==> config.mk <==
export PLATFORM = sky130hd
export DESIGN_NAME = modular_exponentiation_unit
export DESIGN_NICKNAME = d
export VERILOG_FILES = /design/src/hw/rtl/mexp_pkg.sv /design/src/hw/rtl/mexp_regs.sv /design/src/hw/rtl/mexp_dp.sv /design/src/hw/rtl/mexp_ctrl.sv /design/src/hw/rtl/modular_exponentiation_unit.sv
export SDC_FILE = /design/constraint.sdc
export NUM_CORES = 1
export LEC_CHECK = 0
export BUFFER_PORTS_ARGS = -buffer_cell sky130_fd_sc_hd__buf_2
export CAP_MARGIN = 20
export CORE_ASPECT_RATIO = 0.9
export CORE_UTILIZATION = 60
export DETAILED_ROUTE_END_ITERATION = 8
export PLACE_DENSITY = 0.87
export SYNTH_ARGS = -nofsm -noshare
export SYNTH_HDL_FRONTEND = slang
export SYNTH_SLANG_ARGS = --single-unit
export TNS_END_PERCENT = 5
==> constraint.sdc <==
create_clock -name clk -period 9.4 [get_ports clk]
set_clock_uncertainty 0.15 [all_clocks]
set_input_delay 2.82 -clock clk [delete_from_list [all_inputs] [get_ports clk]]
set_output_delay 2.82 -clock clk [all_outputs]
set_load 0.02 [all_outputs]
==> src/hw/rtl/mexp_pkg.sv <==
// Shared types and constants for the modular exponentiation block.
// No dependencies; imported by every module of the block.
`default_nettype none

package mexp_pkg;

  // Default datapath width and fixed field width of the item ports
  localparam int WORD_BITS_DEF = 32;
  localparam int FIELD_W       = 32;

  // Register file decode
  localparam int IDX_W = 2;
  localparam logic [IDX_W-1:0] REG_MODULUS  = 2'd0;
  localparam logic [IDX_W-1:0] REG_PUB_EXP  = 2'd1;
  localparam logic [IDX_W-1:0] REG_PRIV_EXP = 2'd2;

  // Register reset values
  localparam int MODULUS_RST  = 3233;
  localparam int PUB_EXP_RST  = 17;
  localparam int PRIV_EXP_RST = 2753;

  typedef enum logic [2:0] {
    ST_IDLE,
    ST_REDUCE,
    ST_CHECK,
    ST_MUL,
    ST_SQR,
    ST_FINISH
  } mexp_state_t;

  // Operand selection when a modular multiply is started
  typedef enum logic {
    MM_MUL,
    MM_SQR
  } mm_op_t;

  typedef struct packed {
    logic   load;       // capture item and operands, start base reduction
    logic   mm_start;   // start a modular multiply
    mm_op_t mm_op;      // operands of the started multiply
    logic   mm_step;    // one add-and-double step
    logic   base_wr;    // power <= multiplier accumulator
    logic   res_wr;     // running result <= multiplier accumulator
    logic   res_one;    // running result <= 1
    logic   exp_shift;  // exponent >>= 1
    logic   out_load;   // output register <= final result
  } mexp_cmd_t;

  typedef struct packed {
    logic mod_small;    // modulus below two
    logic exp_zero;
    logic exp_lsb;
    logic mm_done;      // multiplier operand exhausted
  } mexp_sts_t;

endpackage

`default_nettype wire

==> src/hw/rtl/mexp_regs.sv <==
// APB-style configuration registers: modulus and the two exponents.
// Depends on mexp_pkg.
`default_nettype none

module mexp_regs
  import mexp_pkg::*;
#(
  parameter int WORD_BITS = WORD_BITS_DEF
) (
  input  wire                 clk,
  input  wire                 rst_n,
  input  wire                 psel,
  input  wire                 penable,
  input  wire                 pwrite,
  input  wire  [IDX_W+((WORD_BITS > 32) ? 3 : 2)-1:0] paddr,
  input  wire  [((WORD_BITS > 32) ? 64 : 32)-1:0]     pwdata,
  output logic [((WORD_BITS > 32) ? 64 : 32)-1:0]     prdata,
  output logic                pready,
  output logic [WORD_BITS-1:0] modulus,
  output logic [WORD_BITS-1:0] pub_exp,
  output logic [WORD_BITS-1:0] priv_exp
);

  localparam int DATA_W     = (WORD_BITS > 32) ? 64 : 32;
  localparam int ADDR_SHIFT = (WORD_BITS > 32) ? 3 : 2;
  localparam int ADDR_W     = IDX_W + ADDR_SHIFT;

  logic [WORD_BITS-1:0] modulus_r, modulus_nxt;
  logic [WORD_BITS-1:0] pub_exp_r, pub_exp_nxt;
  logic [WORD_BITS-1:0] priv_exp_r, priv_exp_nxt;
  logic [IDX_W-1:0]     idx;
  logic                 wr_en;
  logic [WORD_BITS-1:0] wdata;

  assign idx    = paddr[ADDR_W-1:ADDR_SHIFT];
  assign wr_en  = psel & penable & pwrite;
  assign wdata  = pwdata[WORD_BITS-1:0];
  assign pready = 1'b1;

  always_comb begin
    modulus_nxt  = modulus_r;
    pub_exp_nxt  = pub_exp_r;
    priv_exp_nxt = priv_exp_r;
    if (wr_en) begin
      unique case (idx)
        REG_MODULUS:  modulus_nxt  = wdata;
        REG_PUB_EXP:  pub_exp_nxt  = wdata;
        REG_PRIV_EXP: priv_exp_nxt = wdata;
        default: ;
      endcase
    end
  end

  always_ff @(posedge clk) begin
    if (!rst_n) begin
      modulus_r  <= WORD_BITS'(MODULUS_RST);
      pub_exp_r  <= WORD_BITS'(PUB_EXP_RST);
      priv_exp_r <= WORD_BITS'(PRIV_EXP_RST);
    end else begin
      modulus_r  <= modulus_nxt;
      pub_exp_r  <= pub_exp_nxt;
      priv_exp_r <= priv_exp_nxt;
    end
  end

  always_comb begin
    unique case (idx)
      REG_MODULUS:  prdata = DATA_W'(modulus_r);
      REG_PUB_EXP:  prdata = DATA_W'(pub_exp_r);
      REG_PRIV_EXP: prdata = DATA_W'(priv_exp_r);
      default:      prdata = '0;
    endcase
  end

  assign modulus  = modulus_r;
  assign pub_exp  = pub_exp_r;
  assign priv_exp = priv_exp_r;

endmodule

`default_nettype wire

==> src/hw/rtl/mexp_dp.sv <==
// Datapath: operand registers and a bit-serial modular multiplier
// (one add-and-double per cycle), plus the output register. Depends on mexp_pkg.
`default_nettype none

module mexp_dp
  import mexp_pkg::*;
#(
  parameter int WORD_BITS = WORD_BITS_DEF
) (
  input  wire                  clk,
  input  mexp_cmd_t            cmd,
  output mexp_sts_t            sts,
  input  wire                  in_mode,
  input  wire  [FIELD_W-1:0]   in_base_value,
  input  wire  [WORD_BITS-1:0] modulus,
  input  wire  [WORD_BITS-1:0] pub_exp,
  input  wire  [WORD_BITS-1:0] priv_exp,
  output logic [FIELD_W-1:0]   out_result_value
);

  logic [WORD_BITS-1:0] m_r, m_nxt;
  logic [WORD_BITS-1:0] exp_r, exp_nxt;
  logic [WORD_BITS-1:0] base_r, base_nxt;     // current power
  logic [WORD_BITS-1:0] res_r, res_nxt;       // running result
  logic [WORD_BITS-1:0] acc_r, acc_nxt;       // multiplier accumulator
  logic [WORD_BITS-1:0] a_r, a_nxt;           // multiplicand, doubled each step
  logic [WORD_BITS-1:0] b_r, b_nxt;           // multiplier, shifted out LSB first
  logic [WORD_BITS-1:0] result_r, result_nxt;

  logic [WORD_BITS:0]   acc_sum, a_dbl;
  logic [WORD_BITS-1:0] acc_mod, a_mod;

  // Both operands are below m, so one conditional subtract reduces the sum
  assign acc_sum = {1'b0, acc_r} + {1'b0, a_r};
  assign a_dbl   = {a_r, 1'b0};
  assign acc_mod = (acc_sum >= {1'b0, m_r}) ? WORD_BITS'(acc_sum - {1'b0, m_r})
                                            : acc_sum[WORD_BITS-1:0];
  assign a_mod   = (a_dbl >= {1'b0, m_r}) ? WORD_BITS'(a_dbl - {1'b0, m_r})
                                          : a_dbl[WORD_BITS-1:0];

  always_comb begin
    m_nxt      = m_r;
    exp_nxt    = exp_r;
    base_nxt   = base_r;
    res_nxt    = res_r;
    acc_nxt    = acc_r;
    a_nxt      = a_r;
    b_nxt      = b_r;
    result_nxt = result_r;

    if (cmd.base_wr)   base_nxt = acc_r;
    if (cmd.res_wr)    res_nxt  = acc_r;
    if (cmd.res_one)   res_nxt  = WORD_BITS'(1);
    if (cmd.exp_shift) exp_nxt  = exp_r >> 1;

    // base mod m is formed as base * 1 mod m on the same multiplier
    if (cmd.load) begin
      m_nxt   = modulus;
      exp_nxt = in_mode ? priv_exp : pub_exp;
      acc_nxt = '0;
      a_nxt   = WORD_BITS'(1);
      b_nxt   = WORD_BITS'(in_base_value);
    end else if (cmd.mm_start) begin
      acc_nxt = '0;
      a_nxt   = base_r;
      b_nxt   = (cmd.mm_op == MM_MUL) ? res_r : base_r;
    end else if (cmd.mm_step) begin
      if (b_r[0]) acc_nxt = acc_mod;
      a_nxt = a_mod;
      b_nxt = b_r >> 1;
    end

    if (cmd.out_load) result_nxt = sts.mod_small ? '0 : res_r;
  end

  always_ff @(posedge clk) begin
    m_r      <= m_nxt;
    exp_r    <= exp_nxt;
    base_r   <= base_nxt;
    res_r    <= res_nxt;
    acc_r    <= acc_nxt;
    a_r      <= a_nxt;
    b_r      <= b_nxt;
    result_r <= result_nxt;
  end

  assign sts.mod_small = (m_r < WORD_BITS'(2));
  assign sts.exp_zero  = (exp_r == '0);
  assign sts.exp_lsb   = exp_r[0];
  assign sts.mm_done   = (b_r == '0);

  assign out_result_value = FIELD_W'(result_r);

endmodule

`default_nettype wire

==> src/hw/rtl/mexp_ctrl.sv <==
// Sequencer for square-and-multiply: walks reduce / multiply / square steps
// and owns both handshakes. Depends on mexp_pkg.
`default_nettype none

module mexp_ctrl
  import mexp_pkg::*;
(
  input  wire       clk,
  input  wire       rst_n,
  input  wire       in_valid,
  output logic      in_stall,
  output logic      out_valid,
  input  wire       out_stall,
  input  mexp_sts_t sts,
  output mexp_cmd_t cmd
);

  mexp_state_t state_r, state_nxt;
  logic        out_valid_r, out_valid_nxt;

  // next state
  always_comb begin
    state_nxt = state_r;
    unique case (state_r)
      ST_IDLE:   if (in_valid) state_nxt = ST_REDUCE;
      ST_REDUCE: begin
        if (sts.mod_small)    state_nxt = ST_FINISH;
        else if (sts.mm_done) state_nxt = ST_CHECK;
      end
      ST_CHECK: begin
        if (sts.exp_zero)     state_nxt = ST_FINISH;
        else if (sts.exp_lsb) state_nxt = ST_MUL;
        else                  state_nxt = ST_SQR;
      end
      ST_MUL:    if (sts.mm_done) state_nxt = ST_SQR;
      ST_SQR:    if (sts.mm_done) state_nxt = ST_CHECK;
      ST_FINISH: if (!out_valid_r || !out_stall) state_nxt = ST_IDLE;
      default:   state_nxt = ST_IDLE;
    endcase
  end

  // commands
  always_comb begin
    cmd = '0;
    unique case (state_r)
      ST_IDLE:   cmd.load = in_valid;
      ST_REDUCE: begin
        if (!sts.mod_small) begin
          if (sts.mm_done) begin
            cmd.base_wr = 1'b1;
            cmd.res_one = 1'b1;
          end else begin
            cmd.mm_step = 1'b1;
          end
        end
      end
      ST_CHECK: begin
        if (!sts.exp_zero) begin
          cmd.mm_start = 1'b1;
          cmd.mm_op    = sts.exp_lsb ? MM_MUL : MM_SQR;
        end
      end
      ST_MUL: begin
        if (sts.mm_done) begin
          cmd.res_wr   = 1'b1;
          cmd.mm_start = 1'b1;
          cmd.mm_op    = MM_SQR;
        end else begin
          cmd.mm_step = 1'b1;
        end
      end
      ST_SQR: begin
        if (sts.mm_done) begin
          cmd.base_wr   = 1'b1;
          cmd.exp_shift = 1'b1;
        end else begin
          cmd.mm_step = 1'b1;
        end
      end
      ST_FINISH: cmd.out_load = !out_valid_r || !out_stall;
      default: ;
    endcase
  end

  assign out_valid_nxt = cmd.out_load | (out_valid_r & out_stall);

  always_ff @(posedge clk) begin
    if (!rst_n) begin
      state_r     <= ST_IDLE;
      out_valid_r <= 1'b0;
    end else begin
      state_r     <= state_nxt;
      out_valid_r <= out_valid_nxt;
    end
  end

  assign in_stall  = (state_r != ST_IDLE);
  assign out_valid = out_valid_r;

  a_no_overwrite: assert property (@(posedge clk) disable iff (!rst_n)
    cmd.out_load |-> !(out_valid_r && out_stall))
    else $error("result register overwritten before transfer");

  a_accept_busy: assert property (@(posedge clk) disable iff (!rst_n)
    (in_valid && !in_stall) |=> (state_r == ST_REDUCE))
    else $error("accepted item not started");

  a_commit_done: assert property (@(posedge clk) disable iff (!rst_n)
    (cmd.base_wr || cmd.res_wr) |-> sts.mm_done)
    else $error("multiplier result taken before completion");

  a_valid_source: assert property (@(posedge clk) disable iff (!rst_n)
    $rose(out_valid_r) |-> $past(state_r == ST_FINISH))
    else $error("result valid raised outside finish");

endmodule

`default_nettype wire

==> src/hw/rtl/modular_exponentiation_unit.sv <==
// Top level of the modular exponentiation block: base^exp mod N.
// Depends on mexp_pkg, mexp_regs, mexp_ctrl, mexp_dp.
`default_nettype none

//  channel | ports                                        | direction
//  --------+----------------------------------------------+----------
//  in      | in_valid, in_stall, in_mode, in_base_value   | sink
//  out     | out_valid, out_stall, out_result_value       | source
//  cfg     | psel, penable, pwrite, paddr, pwdata, prdata | APB slave
//
//  Item time grows with W = WORD_BITS and with the position of the top set
//  exponent bit; it is set by the bit-serial modular multiplier, one
//  add-and-double per cycle, shared by base reduction, multiply and square.
//  Reset (synchronous, rst_n low) restores N = 3233, e = 17, d = 2753.
//  One item at a time; the next transfer is taken while a result still
//  waits in the output register, and a finished item holds until it drains.

module modular_exponentiation_unit
  import mexp_pkg::*;
#(
  parameter int WORD_BITS = WORD_BITS_DEF
) (
  input  wire                  clk,
  input  wire                  rst_n,
  // item input
  input  wire                  in_valid,
  output logic                 in_stall,
  input  wire                  in_mode,
  input  wire  [FIELD_W-1:0]   in_base_value,
  // result output
  output logic                 out_valid,
  input  wire                  out_stall,
  output logic [FIELD_W-1:0]   out_result_value,
  // configuration
  input  wire                  psel,
  input  wire                  penable,
  input  wire                  pwrite,
  input  wire  [IDX_W+((WORD_BITS > 32) ? 3 : 2)-1:0] paddr,
  input  wire  [((WORD_BITS > 32) ? 64 : 32)-1:0]     pwdata,
  output logic [((WORD_BITS > 32) ? 64 : 32)-1:0]     prdata,
  output logic                 pready
);

  logic [WORD_BITS-1:0] modulus;
  logic [WORD_BITS-1:0] pub_exp;
  logic [WORD_BITS-1:0] priv_exp;
  mexp_cmd_t            cmd;
  mexp_sts_t            sts;

  // Register file: modulus at index 0, public exponent 1, private exponent 2
  mexp_regs #(
    .WORD_BITS (WORD_BITS)
  ) u_regs (
    .clk      (clk),
    .rst_n    (rst_n),
    .psel     (psel),
    .penable  (penable),
    .pwrite   (pwrite),
    .paddr    (paddr),
    .pwdata   (pwdata),
    .prdata   (prdata),
    .pready   (pready),
    .modulus  (modulus),
    .pub_exp  (pub_exp),
    .priv_exp (priv_exp)
  );

  // Sequencer: reduce base, then per exponent bit an optional multiply
  // into the running result followed by a square of the power
  mexp_ctrl u_ctrl (
    .clk       (clk),
    .rst_n     (rst_n),
    .in_valid  (in_valid),
    .in_stall  (in_stall),
    .out_valid (out_valid),
    .out_stall (out_stall),
    .sts       (sts),
    .cmd       (cmd)
  );

  // Operands are snapshotted at the input transfer
  mexp_dp #(
    .WORD_BITS (WORD_BITS)
  ) u_dp (
    .clk              (clk),
    .cmd              (cmd),
    .sts              (sts),
    .in_mode          (in_mode),
    .in_base_value    (in_base_value),
    .modulus          (modulus),
    .pub_exp          (pub_exp),
    .priv_exp         (priv_exp),
    .out_result_value (out_result_value)
  );

endmodule

`default_nettype wire

==> After elaboration in Yosys (flattened, before gate mapping) <==
Cells that the tools add are included.
{ "op_classes": {"n_addsub": 3, "magnitude_cmp": 3, "n_eq_ne": 10, "muxes": 35, "n_bitwise": 4, "n_reduce_logical": 18} }
{ "op_table": {"columns": ["operator", "count"], "rows": [
  ["$mux W32", 11],
  ["$pmux W32 S3", 1],
  ["$ge A33 B32 Y1", 2],
  ["$logic_not A32 Y1", 2],
  ["$sub A32 B32 Y32", 2],
  ["$add A32 B32 Y33", 1],
  ["$lt A32 B2 Y1 const B", 1],
  ["$mux W3", 7],
  ["$pmux W3 S6", 1],
  ["$mux W1", 9],
  ["$reduce_and A2 Y1", 4],
  ["$eq A3 B2 Y1 const B", 2],
  ["$eq A3 B3 Y1 const B", 2],
  ["$mux W2", 3],
  ["$reduce_bool A3 Y1", 2],
  ["$ne A2 B2 Y1 const B", 2],
  ["$pmux W1 S2", 2],
  ["$pmux W2 S2", 1],
  ["$reduce_bool A2 Y1", 2],
  ["$reduce_or A2 Y1", 2],
  ["$and A1 B1 Y1", 3],
  ["$eq A3 B1 Y1 const B", 1],
  ["$logic_not A3 Y1", 1],
  ["$reduce_and A3 Y1", 1],
  ["other kinds (7)", 8]
]} }
{ "totals": {"reg_bits": 356, "inputBits": 76, "out_inout_bits": 67, "elab_cells": 86} }

==> Depth between registers and ports, before layout <==
{ "logic_depth": {"depth_word": 7, "depth_mapped": 25, "mapped_depth_nobuf": 23} }

==> By module <==
A second synthesis with hierarchy kept.
{ "unflattened": {"cells_unflattened": 2239, "area_unflattened_um2": 20712.4} }
{ "by_module_without_submodules": {"columns": ["module", "n_inst", "cells_each", "area_each_um2"], "rows": [
  ["mexp_dp", 1, 1712, 15981.6],
  ["mexp_regs", 1, 470, 4332.9],
  ["mexp_ctrl", 1, 57, 397.9]
]} }

==> Worst setup path before layout <==
Ideal clock, no wire load.
{ "synth_path": {"kind": "input-to-output", "start": "input paddr[2] (netlist bit)", "end": "output prdata[11] (netlist bit)", "arrival_ns": 4.204, "slack_ns": 2.226, "path_stages": 4, "path_buffers": 2, "cell_sequence": "clkbuf_1 buf_1 mux2i_1 o21ai_0"} }
{ "synth_via": {"elab_chain_cells": 2, "elab_cells_between_ends": 4} }
{ "synth_lines": {"columns": ["element", "line_no", "rtl"], "rows": [
  ["start: declaration", "modular_exponentiation_unit.sv:38", "input wire [IDX_W+((WORD_BITS > 32) ? 3 : 2)-1:0] paddr,"],
  ["$eq A2 B2 Y1 (tied with other cells)", "mexp_regs.sv:67", "unique case (idx)"],
  ["$pmux W32 S3 (*)", "mexp_regs.sv:67", null],
  ["end: declaration", "modular_exponentiation_unit.sv:40", "output logic [((WORD_BITS > 32) ? 64 : 32)-1:0] prdata,"]
]} }
Mark *: on every way between the ends. The rest lies on a longest branch, timed or not.

==> Worst setup path in the final report <==
{ "layout_path": {"start": "input paddr[3] (netlist bit)", "end": "output prdata[1] (netlist bit)"} }
The elaborated chain is that of the path after synthesis.

==> results.txt <==
Yosys warning count -> 0
Maximum capacitance violations -> 0
Post-cts repair resize count -> 0
First-pass GRT wire length -> 85,200 um
Final instance count without filler cells -> 2,658
Proportion of layout cells with a drive suffix above 1 -> 0.109
Final instance area -> 22,000 um^2
Failing checks -> design-rule violations
Number of H-tree levels -> 2
Area inside the core boundary -> 32,200 um^2
Seq cells post-synth -> 356
Yosys cell types -> 67
Maximum net fanout on the critical path -> 37
RSZ-0062 raised after global routing -> false
Critical Path RT -> 6.43 ns
Number of buffers inserted during clock tree synthesis -> 37
Syn Nets -> 2,307
Drt first-iter violations -> 1,681
Detailed-route DRC error count -> 34
CTS clk-pin slew, worst paths -> 0.06 ns
Async SR Flop Fraction -> 0
Leakage power summed over all cells -> 8.84 nW
Result of the run -> finished with violations
Global routing usage on met2 -> 0.484
Setup Viol. Count Final -> 0
Critical path start-end classification -> input port to primary output
Via total after detailed routing -> 16,600
Cell Area, Placed -> 20,800 um^2
Synth Instances -> 2,132
Timing-limited maximum frequency -> 127 MHz
Areal power density over the cells -> 322 nW/um^2
Number of hold buffers added after cts -> 0
TritonCTS clock tree -> built
Most frequent cells in the layout -> sky130_fd_sc_hd__nand2_1 (324), sky130_fd_sc_hd__o21ai_0 (197), sky130_fd_sc_hd__dfxtp_1 (196)
Post-CTS Repair Setup Buffers -> 0
Detailed Routing Iterations Pass 1 -> 9
Via count of the first global-routing pass -> 15,800
Launch point of the worst hold path -> u_regs.modulus[20]
Final layout net count -> 2,387
Largest net degree at the start of global routing -> 101
EDFF count, synth -> 160
Initial antenna violation count -> 0
Maximum VDD drop -> 0.186 mV
Primary flip-flop cell chosen by synthesis mapping -> sky130_fd_sc_hd__dfxtp_1
Min cycle time layout -> 7.88 ns
Max Root-Sink Buffers -> 3
Antenna Nets Post-Route -> 0
Grt peak-use layer -> met2
Share of the cycle needed by the critical path after routing -> 0.838
Die boundary width -> 193 um
Worst skew pair latency -> 0.53 ns
Crit path launch -> paddr[3]
Startpoint type of the worst setup path -> input port
Cell total after placement -> 2,588
Cell chosen for the clock root -> sky130_fd_sc_hd__clkbuf_16
GRT met1 Usage -> 0.458
Final count of hold timing violations -> 0
Via density per instance -> 6.26
Overflow left after global routing -> 0
Commonest non-fill, non-tap cell in the layout -> sky130_fd_sc_hd__nand2_1
Total Neg Setup Slack -> 0 ns
Utilization after layout -> 0.683
Starting density of the core -> 0.614
Worst slew margin -> 0.259
Area of the mapped netlist -> 19,800 um^2
Transition time at the pin with the least slew margin -> 1.11 ns
Tot GR Track Use -> 0.316
Area grow syn2layout -> 11.2%
GPL Wtd Cong -> 0.991
Die Outline Area -> 33,700 um^2
Number of clock sinks -> 356
Number of I/O pins -> 143
Worst EP arrival -> 4.91 ns
Mapped Avg Cell Area -> 9.27 um^2
Final HPWL DP -> 38,700 um
Slew Limit Fails -> 0
Total wire length after detailed routing -> 53,800 um
Per-cell routed wire length -> 20.2 um
Global routing usage on met3 -> 0.0545
Hold WC Path Type -> register to register
Vertical extent of the die -> 174 um
Number of port buffers -> 139
Sequential element share of the synthesized area -> 0.442
Row Count -> 62
Launch point of the worst reg-to-reg path -> u_dp.a_r[0]
Critical Path Sink Type -> primary output
[power by group]
group | switching, mW | internal (mW)
Clock | 0.601 | 0.826
Sequential | 0.213 | 1.83
Combinational | 2.21 | 1.39
Total | 3.02 | 4.05
[registers in the layout, indices dropped and copies added (netlist names)]
name	cells
u_dp.out_result_value	32
u_ctrl.out_valid	1
u_dp.exp_r	32
u_ctrl.state_r	3
u_dp.res_r	32
u_dp.b_r	32
u_regs.priv_exp	32
u_regs.modulus	32
u_dp.base_r	32
u_dp.m_r	32
u_dp.acc_r	32
u_regs.pub_exp	32
u_dp.a_r	32
[per-stage QoR]
stage	hold slack [ns]	setup WS [ns]	total power, mW
after floorplan	0.279	2.23	4.68
after global placement	0.301	1.71	5.44
after detailed placement	0.298	1.67	5.54
after CTS	0.313	1.61	6.97
after global routing	0.325	1.37	7.47
final	0.315	1.52	7.07
[cells by family (layout without fill, tap and decap cells)]
kind of cell	count (synthesis)	in the layout	share of synthesized area
flip-flops	356	356	0.442
AND/OR/NAND/NOR	623	623	0.141
adder cells (fa/ha/maj)	99	99	0.0638
XOR/XNOR	83	83	0.0368
multiplexers	157	157	0.0795
AO/OA/AOI/OAI	634	634	0.201
other	1	2	0.000190
buffers and inverters	179	288	0.0365
[path summary, 6_finish.rpt]
path | cells past startpoint | end | slack, ns
max | 5 | prdata[1] | 1.52
min | 0 | u_dp.m_r[20] | 0.31
max reg2reg | 20 | u_dp.acc_r[10] | 2.93
min reg2reg | 0 | u_dp.m_r[20] | 0.31
[critical path, stage by stage]
cell and delay, ns:
sky130_fd_sc_hd__buf_2 0.59, sky130_fd_sc_hd__nor2b_4 0.90, sky130_fd_sc_hd__nand2_1 0.13, sky130_fd_sc_hd__o21ai_0 0.18
sky130_fd_sc_hd__buf_2 0.24
[area by class of cell]
class / instances / area (um^2)
inverters: 55 / 206
repair buffers: 165 / 943
flip-flops and latches: 356 / 8730
fillers: 2436 / 10200
clock inverters: 18 / 148
diodes: 1 / 2.50
well taps: 416 / 520
clock buffers: 50 / 1030
multi-input cells: 1597 / 10400
[routing by layer]
metal  wire length [um]  vias to the layer above  part of all wire
li1                   -                     7892                 -
met1              23900                     7839              0.44
met2              23400                      818              0.43
met4               1280                        0             0.024
met5                  0                        -                 0
met3               5200                       83             0.097
[Yosys cell counts (all sizes together) (10+ instances only)]
| library cell | n | area (um^2) |
|---|---|---|
| xor2 | 30 | 263 |
| a211oi | 22 | 170 |
| a21boi | 88 | 661 |
| buf | 27 | 150 |
| a21oi | 141 | 706 |
| a31oi | 12 | 75.1 |
| nor2 | 101 | 379 |
| nand4 | 20 | 125 |
| edfxtp | 160 | 4800 |
| xnor2 | 53 | 464 |
| dfxtp | 196 | 3920 |
| a22oi | 52 | 390 |
| ha | 96 | 1200 |
| clkbuf | 97 | 364 |
| inv | 54 | 203 |
| o21a | 13 | 97.6 |
| a21o | 40 | 300 |
| and3 | 10 | 62.6 |
| nand3 | 40 | 200 |
| nor2b | 46 | 288 |
| nand2b | 10 | 62.6 |
| nor4 | 25 | 156 |
| mux2i | 157 | 1570 |
| o21ai | 199 | 1000 |
| nor3 | 17 | 85.1 |
| nand2 | 325 | 1220 |
(Power assumes the default switching activity.)
